`src/rtl/line_delimited_byte_framer_assert.svh`:
```
// ----------------------------------------------------------------------------
// Line framer assertion macros
// Shared property forms for the line framer checks.
// ----------------------------------------------------------------------------
`ifndef LINE_DELIMITED_BYTE_FRAMER_ASSERT_SVH
`define LINE_DELIMITED_BYTE_FRAMER_ASSERT_SVH

// Consequent must hold in the same cycle as the antecedent.
`define LDBF_ASSERT_IMPL(label, ante, cons) \
    label: assert property (@(posedge clk) disable iff (!rst_n) (ante) |-> (cons)) \
        else $error("line framer check failed");

// Consequent must hold in the cycle after the antecedent.
`define LDBF_ASSERT_NEXT(label, ante, cons) \
    label: assert property (@(posedge clk) disable iff (!rst_n) (ante) |=> (cons)) \
        else $error("line framer check failed");

`endif

```
`src/rtl/ldbf_pkg.sv`:
```
// ----------------------------------------------------------------------------
// ldbf_pkg
// Constants, types and helpers shared by the line framer modules.
// ----------------------------------------------------------------------------
package ldbf_pkg;

    localparam int LINE_CAPACITY_DEF = 64;

    localparam logic [7:0] BYTE_CR = 8'd13;
    localparam logic [7:0] BYTE_LF = 8'd10;

    typedef enum logic [1:0] {
        ST_IDLE,
        ST_FETCH,
        ST_SHOW
    } ldbf_state_t;

    // CR and LF end a line and are never stored
    function automatic logic is_delim(input logic [7:0] b);
        return (b == BYTE_CR) || (b == BYTE_LF);
    endfunction

endpackage

```
`src/rtl/ldbf_ram.sv`:
```
// ----------------------------------------------------------------------------
// ldbf_ram
// Generic single-clock RAM: one write port, one read port, registered read.
// ----------------------------------------------------------------------------
module ldbf_ram #(
    parameter int WIDTH = 8,
    parameter int DEPTH = 63,
    parameter int AW    = (DEPTH > 1) ? $clog2(DEPTH) : 1
) (
    input  logic             clk,
    input  logic             we,
    input  logic [AW-1:0]    waddr,
    input  logic [WIDTH-1:0] wdata,
    input  logic             re,
    input  logic [AW-1:0]    raddr,
    output logic [WIDTH-1:0] rdata
);

    logic [WIDTH-1:0] mem [DEPTH];
    logic [WIDTH-1:0] rdata_reg;

    always_ff @(posedge clk)
    begin
        if (we)
        begin
            mem[waddr] <= wdata;
        end
        if (re)
        begin
            rdata_reg <= mem[raddr];
        end
    end

    assign rdata = rdata_reg;

endmodule

```
`src/rtl/ldbf_ctrl.sv`:
```
// ----------------------------------------------------------------------------
// ldbf_ctrl
// Fill counter and read-out sequencer around the line store.
// ----------------------------------------------------------------------------
module ldbf_ctrl import ldbf_pkg::*; #(
    parameter int LINE_CAPACITY = LINE_CAPACITY_DEF,
    parameter int LIMIT         = LINE_CAPACITY - 1,
    parameter int AW            = (LIMIT > 1) ? $clog2(LIMIT) : 1,
    parameter int CW            = $clog2(LINE_CAPACITY)
) (
    input  logic          clk,
    input  logic          rst_n,
    input  logic          in_valid,
    output logic          in_ready,
    input  logic [7:0]    rx_byte,
    output logic          out_valid,
    input  logic          out_ready,
    output logic          end_of_line,
    output logic          ram_we,
    output logic [AW-1:0] ram_waddr,
    output logic          ram_re,
    output logic [AW-1:0] ram_raddr
);

    ldbf_state_t   state_reg, state_next;
    logic [CW-1:0] count_reg, count_next;
    logic [AW-1:0] rd_idx_reg, rd_idx_next;
    logic [CW-1:0] count_inc;
    logic          last_byte;

    assign count_inc = count_reg + CW'(1);
    assign last_byte = (CW'(rd_idx_reg) + CW'(1)) == count_reg;

    always_ff @(posedge clk or negedge rst_n)
    begin
        if (!rst_n)
        begin
            state_reg  <= ST_IDLE;
            count_reg  <= '0;
            rd_idx_reg <= '0;
        end
        else
        begin
            state_reg  <= state_next;
            count_reg  <= count_next;
            rd_idx_reg <= rd_idx_next;
        end
    end

    always_comb
    begin
        state_next  = state_reg;
        count_next  = count_reg;
        rd_idx_next = rd_idx_reg;
        in_ready    = 1'b0;
        out_valid   = 1'b0;
        end_of_line = last_byte;
        ram_we      = 1'b0;
        ram_waddr   = count_reg[AW-1:0];
        ram_re      = 1'b0;
        ram_raddr   = rd_idx_reg;
        unique case (state_reg)
            ST_IDLE:
            begin
                in_ready = 1'b1;
                if (in_valid)
                begin
                    if (is_delim(rx_byte))
                    begin
                        // a delimiter on an empty line is dropped
                        if (count_reg != '0)
                        begin
                            rd_idx_next = '0;
                            state_next  = ST_FETCH;
                        end
                    end
                    else
                    begin
                        ram_we     = 1'b1;
                        count_next = count_inc;
                        if (count_inc == CW'(LIMIT))
                        begin
                            rd_idx_next = '0;
                            state_next  = ST_FETCH;
                        end
                    end
                end
            end
            ST_FETCH:
            begin
                ram_re     = 1'b1;
                state_next = ST_SHOW;
            end
            ST_SHOW:
            begin
                out_valid = 1'b1;
                if (out_ready)
                begin
                    if (last_byte)
                    begin
                        count_next = '0;
                        state_next = ST_IDLE;
                    end
                    else
                    begin
                        rd_idx_next = rd_idx_reg + AW'(1);
                        state_next  = ST_FETCH;
                    end
                end
            end
            default:
            begin
                state_next = ST_IDLE;
            end
        endcase
    end

endmodule

```
`src/rtl/line_delimited_byte_framer.sv`:
```
// After the item that ends a line, a fetch state comes before the line's first byte is offered.
// Throughput: one item a cycle while gathering; in read-out, each byte is one line-store
// read, then the held output. The sequencer fetches a byte only once the previous one is
// taken, which sets the read-out rate. Reset (rst_n low, asynchronous) empties the line;
// the store is not cleared.
// ----------------------------------------------------------------------------
// line_delimited_byte_framer
// Gathers received bytes into a line store and emits each completed line,
// byte by byte, with the last byte marked.
// ----------------------------------------------------------------------------
`include "line_delimited_byte_framer_assert.svh"

module line_delimited_byte_framer import ldbf_pkg::*; #(
    parameter int LINE_CAPACITY = LINE_CAPACITY_DEF
) (
    input  logic       clk,
    input  logic       rst_n,
    input  logic       in_valid,
    output logic       in_ready,
    input  logic [7:0] rx_byte,
    output logic       out_valid,
    input  logic       out_ready,
    output logic [7:0] line_byte,
    output logic       end_of_line
);

    // The store holds at most capacity minus one bytes; a line that reaches
    // that length is emitted at once.
    localparam int LIMIT = LINE_CAPACITY - 1;
    localparam int AW    = (LIMIT > 1) ? $clog2(LIMIT) : 1;
    localparam int CW    = $clog2(LINE_CAPACITY);

    logic          ram_we;
    logic [AW-1:0] ram_waddr;
    logic          ram_re;
    logic [AW-1:0] ram_raddr;

    // Sequencer: counts the bytes of the current line, writes each data
    // item to the store, and on a delimiter or a full line walks the store
    // from entry zero, holding each byte until the sink takes it.
    ldbf_ctrl #(
        .LINE_CAPACITY (LINE_CAPACITY),
        .LIMIT         (LIMIT),
        .AW            (AW),
        .CW            (CW)
    ) u_ctrl (
        .clk         (clk),
        .rst_n       (rst_n),
        .in_valid    (in_valid),
        .in_ready    (in_ready),
        .rx_byte     (rx_byte),
        .out_valid   (out_valid),
        .out_ready   (out_ready),
        .end_of_line (end_of_line),
        .ram_we      (ram_we),
        .ram_waddr   (ram_waddr),
        .ram_re      (ram_re),
        .ram_raddr   (ram_raddr)
    );

    // Line store. Writes and reads never overlap: input is held off for the
    // whole read-out, so no forwarding is needed. The registered read data
    // is the output payload and holds while the sink stalls.
    ldbf_ram #(
        .WIDTH (8),
        .DEPTH (LIMIT),
        .AW    (AW)
    ) u_store (
        .clk   (clk),
        .we    (ram_we),
        .waddr (ram_waddr),
        .wdata (rx_byte),
        .re    (ram_re),
        .raddr (ram_raddr),
        .rdata (line_byte)
    );

    // Gathering and read-out never share a cycle.
    `LDBF_ASSERT_IMPL(a_excl_phase, in_ready, !out_valid)
    // The last byte of a line being taken returns the block to gathering.
    `LDBF_ASSERT_NEXT(a_eol_idle, out_valid && out_ready && end_of_line, in_ready)
    // The store is written only for an accepted data item.
    `LDBF_ASSERT_IMPL(a_store_write, ram_we, in_valid && in_ready && !is_delim(rx_byte))

endmodule
```
`config.mk`:
```
export PLATFORM = sky130hd
export DESIGN_NAME = line_delimited_byte_framer
export DESIGN_NICKNAME = d
export VERILOG_FILES = /design/src/rtl/ldbf_pkg.sv /design/src/rtl/ldbf_ram.sv /design/src/rtl/ldbf_ctrl.sv /design/src/rtl/line_delimited_byte_framer.sv
export VERILOG_INCLUDE_DIRS = /design/src /design/src/rtl
export SDC_FILE = /design/constraint.sdc
export NUM_CORES = 1
export LEC_CHECK = 0
export ABC_AREA = 1
export BUFFER_PORTS_ARGS = -buffer_cell sky130_fd_sc_hd__buf_4
export CAP_MARGIN = 5
export CORE_AREA = 2 2 204 206
export DETAILED_ROUTE_END_ITERATION = 7
export DIE_AREA = 0 0 206 208
export PLACE_DENSITY = 0.75
export SYNTH_ARGS = -nofsm -noshare
export SYNTH_HDL_FRONTEND = slang
export SYNTH_HIERARCHICAL = 1
export SYNTH_SLANG_ARGS = --single-unit
```
`constraint.sdc`:
```
create_clock -name clk -period 2.67 [get_ports clk]
set_clock_uncertainty 0.2 [all_clocks]
set_input_delay 0 -clock clk [delete_from_list [all_inputs] [get_ports clk]]
set_output_delay 0 -clock clk [all_outputs]
set_load 0.01 [all_outputs]
```
==> run summary <==
The cell with the most instances after synthesis is nand2_1. The max-capacitance violation count was 0. The multi-input combinational cells in the finished layout cover a total of 0.005602 mm^2. The logs give 61.98% for the core occupancy in the finished layout and 4.449% for the met3 usage in global routing.

Wire length of the first global-routing pass: 82700 um. Fraction of the mapped netlist area in simple logic gates: 24.55%. The logs give 2 for the H-tree level count and 15318 for the via count.

The tools report the starting DRC count in detailed routing as 1606. For this run, design rule violations remaining after detail routing come to 0. The largest total area in the synthesized netlist belongs to edfxtp_1. The final antenna-violating net count is 0, and the share of async-settable or async-resettable flops after synthesis is 2.662%. The logs give 526 for the count of clock tree sinks and 54.51% for the initial core utilization. The routed design could run at a clock period as short as 2.589 ns.

Clock network latency to the later pin of the worst-skew pair: 0.61 ns. STA puts the critical path data required time at 2.78 ns. Critical hold path startpoint: out_ready.

By area the synthesized netlist is led by edfxtp_1 70%, nand2_1 12%, nand3_1 10%, dfrtp_1 1.6%, nor2_1 1.5%. The logs give 386.2 MHz for the peak clock frequency supported by timing and 3046 for the filler cell count in the final layout. The startpoint class of the critical path is an input pin. The horizontal die dimension was 206 um. Routability-driven placement finished with a final weighted congestion of 0.8950. The area growth from synthesis to layout is 13.71%. Clock-pin slew was measured on the worst setup and hold paths at 0.06 ns.

No sink is reached through more buffers than the 3 on the longest clock path. The average cell area after synthesis is 11.28 um^2. The pre-antenna-repair detailed-routing pass consisted of 5 iterations. The maximum net fanout on the critical path was 9; the remaining global-route overflow was 0. The run gives 0 ns as the post-route setup TNS. The worst setup path is captured at a flip-flop. The number of placement rows was 74; the distinct cell type count after synthesis was 32.

The analysis attributes to cell leakage a power of 9.261 nW. Fraction of final layout cells with drive strength greater than 1: 12.38%. The proportion of netlist area held by the largest area contributor was 69.55%. The flow ran to the end, and the final reports show no timing, DRC or antenna violations.

Summing every instance area after synthesis gives 0.02210 mm^2. By area, the combinational part of the netlist is dominated by simple AND/OR/NAND/NOR gates. The global routing's busiest layer was met2. The top flip-flop cell by instance count after synthesis is edfxtp_1.

Adder-cell share of the synthesized area: 0.2264%. Synthesis produced a netlist with a net count of 1975. The synthesized-area fraction occupied by xor and xnor cells was 0.03962%; the count of flip-flops with a built-in enable after synthesis was 512. For this run, global-route usage on met2 was measured as 41.41%.

The critical path class is in2reg. TritonCTS built the clock tree. The per-cell routed wire length was 20.60 um. In the routed layout, each cell is associated on average with a via count of 5.820.

For the worst setup path, the data arrival time is 2.70 ns. Clock tree root buffer cell: clkbuf_16. The largest net degree at the start of global routing is 137, and the relative slew slack is 42.93%. Across every metal layer, demand over resource in global routing totals 25.39%. In this run the worst hold path is classified as in2reg. The worst path uses 96.97% of the clock period. The run gives 6 as the yosys synthesis warning count. The tools report the initial antenna violation count as 0. The total chip power was 22.68 mW; the count of port buffers added during placement was 22. The logs give 0.04055 mm^2 for the area of the core and 2074 for the net total in the final layout. In the synthesized netlist, the number of instances is 1959. The die covers 0.04285 mm^2.

Across the whole layout, storage elements account for 0.01573 mm^2. The synthesized netlist devotes 0.4472% of its cell area to compound gates. Counting instances in the post-synthesis netlist gives the leading cell types as 680 x nand2_1, 512 x edfxtp_1, 451 x nand3_1. The number of global-route vias before repair is 14699. The final layout contains routed wiring with a total length of 54220 um.

Max-slew violation total from the final report: 0. The met1 usage came out at 34.63%. The number of antenna repair diodes was 0; the height of the die was 208 um. The number of clock buffers added by TritonCTS is 51.

Number of endpoints failing setup at the final stage: 0. In this run the count of I/O pins placed on the die edge is 23. Power spread over the standard cell area amounts to 902.3 mW/mm^2. The register with the most flip-flops in the layout has 504 of them. At the pin with the least slew margin, the transition time is 0.8560 ns. The count of state elements after synthesis works out to 526.

VDD sags by at most 0.7657 mV. In this run the worst setup path begins at rx_byte[3]. The share of the yosys chip area belonging to registers is 71.14%, and the multiplexer area fraction after synthesis is 0%. The worst register-to-register path begins at u_ctrl/ram_raddr[1]$_DFFE_PN0P_. The detailed placer's ending HPWL was 31720 um; the count of endpoints failing hold in the final timing report was 0.

The run gives 0.02514 mm^2 as the post-route cell area. The run gives 0.02331 mm^2 as the cell area after placement.
==> cells in the final DEF, fill, tap and decap left out, types with 14 or more instances in the layout <==
cell,count
buf_4,131
clkbuf_1,16
clkbuf_16,52
dlygate4sd3_1,14
edfxtp_1,512
inv_1,27
nand2_1,680
nand3_1,451
nand4_1,15
nor2_1,86
==> power breakdown <==
| part | internal [mW] | switching (mW) |
|---|---|---|
| logic | 1.95 | 4.41 |
| clock network | 3.74 | 3.01 |
| registers | 9.32 | 0.247 |
| total | 15.0 | 7.67 |
==> through the flow <==
stage	cells	hold WS (ns)	setup WS, ns
after floorplan	1959	-0.4956	-0.2322
after global placement	2514	-0.3370	0.2603
after detailed placement	2514	-0.3339	0.2312
after CTS	2623	0.07029	0.04802
after global routing	2632	0.08525	-0.005812
final	2632	0.08467	0.08088
==> cell type report <==
type | instances | share of cell area (%)
Clock buffer | 70 | 5.480
Clock inverter | 25 | 0.7267
Inverter | 39 | 0.6122
Multi-Input combinational cell | 1279 | 22.28
Sequential cell | 526 | 62.59
Tap cell | 532 | 2.648
Timing Repair Buffer | 161 | 5.655
==> critical path, stage by stage <==
cell and delay [ns]:
dlygate4sd3_1 0.54, buf_4 0.16, nand3b_1 0.08, dlygate4sd3_1 0.56
nor2_1 0.06, nand2_1 0.05, nand2_1 0.07, nor2_1 0.16
buf_4 0.19, nand4_1 0.26, buf_6 0.26, nor2_1 0.12
buf_6 0.19
==> cell families (layout without fill, tap and decap cells) <==
kind of cell,after synthesis,after routing
AOI/OAI and AO/OA,14,14
DFF,526,526
adders and majority gates,4,4
and+or+nand+nor,1260,1260
buffers and inverters,154,295
xor gates and xnor gates,1,1
==> final timing paths <==
kind	to	slack, ns	depth (start not counted)
max	u_store/mem[11][3]$_DFFE_PP_	0.08	13
min	u_ctrl/state_reg[1]$_DFFE_PN0P_	0.08	4
max reg2reg	u_store/rdata[7]$_DFFE_PP_	0.13	10
min reg2reg	u_ctrl/state_reg[1]$_DFFE_PN0P_	0.44	1
max in group asynchronous	u_ctrl/ram_raddr[1]$_DFFE_PN0P_	1.40	3
min in group asynchronous	u_ctrl/ram_raddr[4]$_DFFE_PN0P_	0.32	3
==> repair_timing <==
action	in CTS	in global routing
gates resized for setup	0	10
endpoints found under the setup margin	0	157
endpoints found under the hold margin	532	0
hold buffers	14	0
buffers inserted	0	8
==> metal layers <==
metal  part of all wire (%)  up-vias
met4                    3.2        0
met1                     39     7369
met2                     48      805
met5                      0        -
li1                       -     7028
met3                    9.3      116
Power figures use the tool's default switching activity.
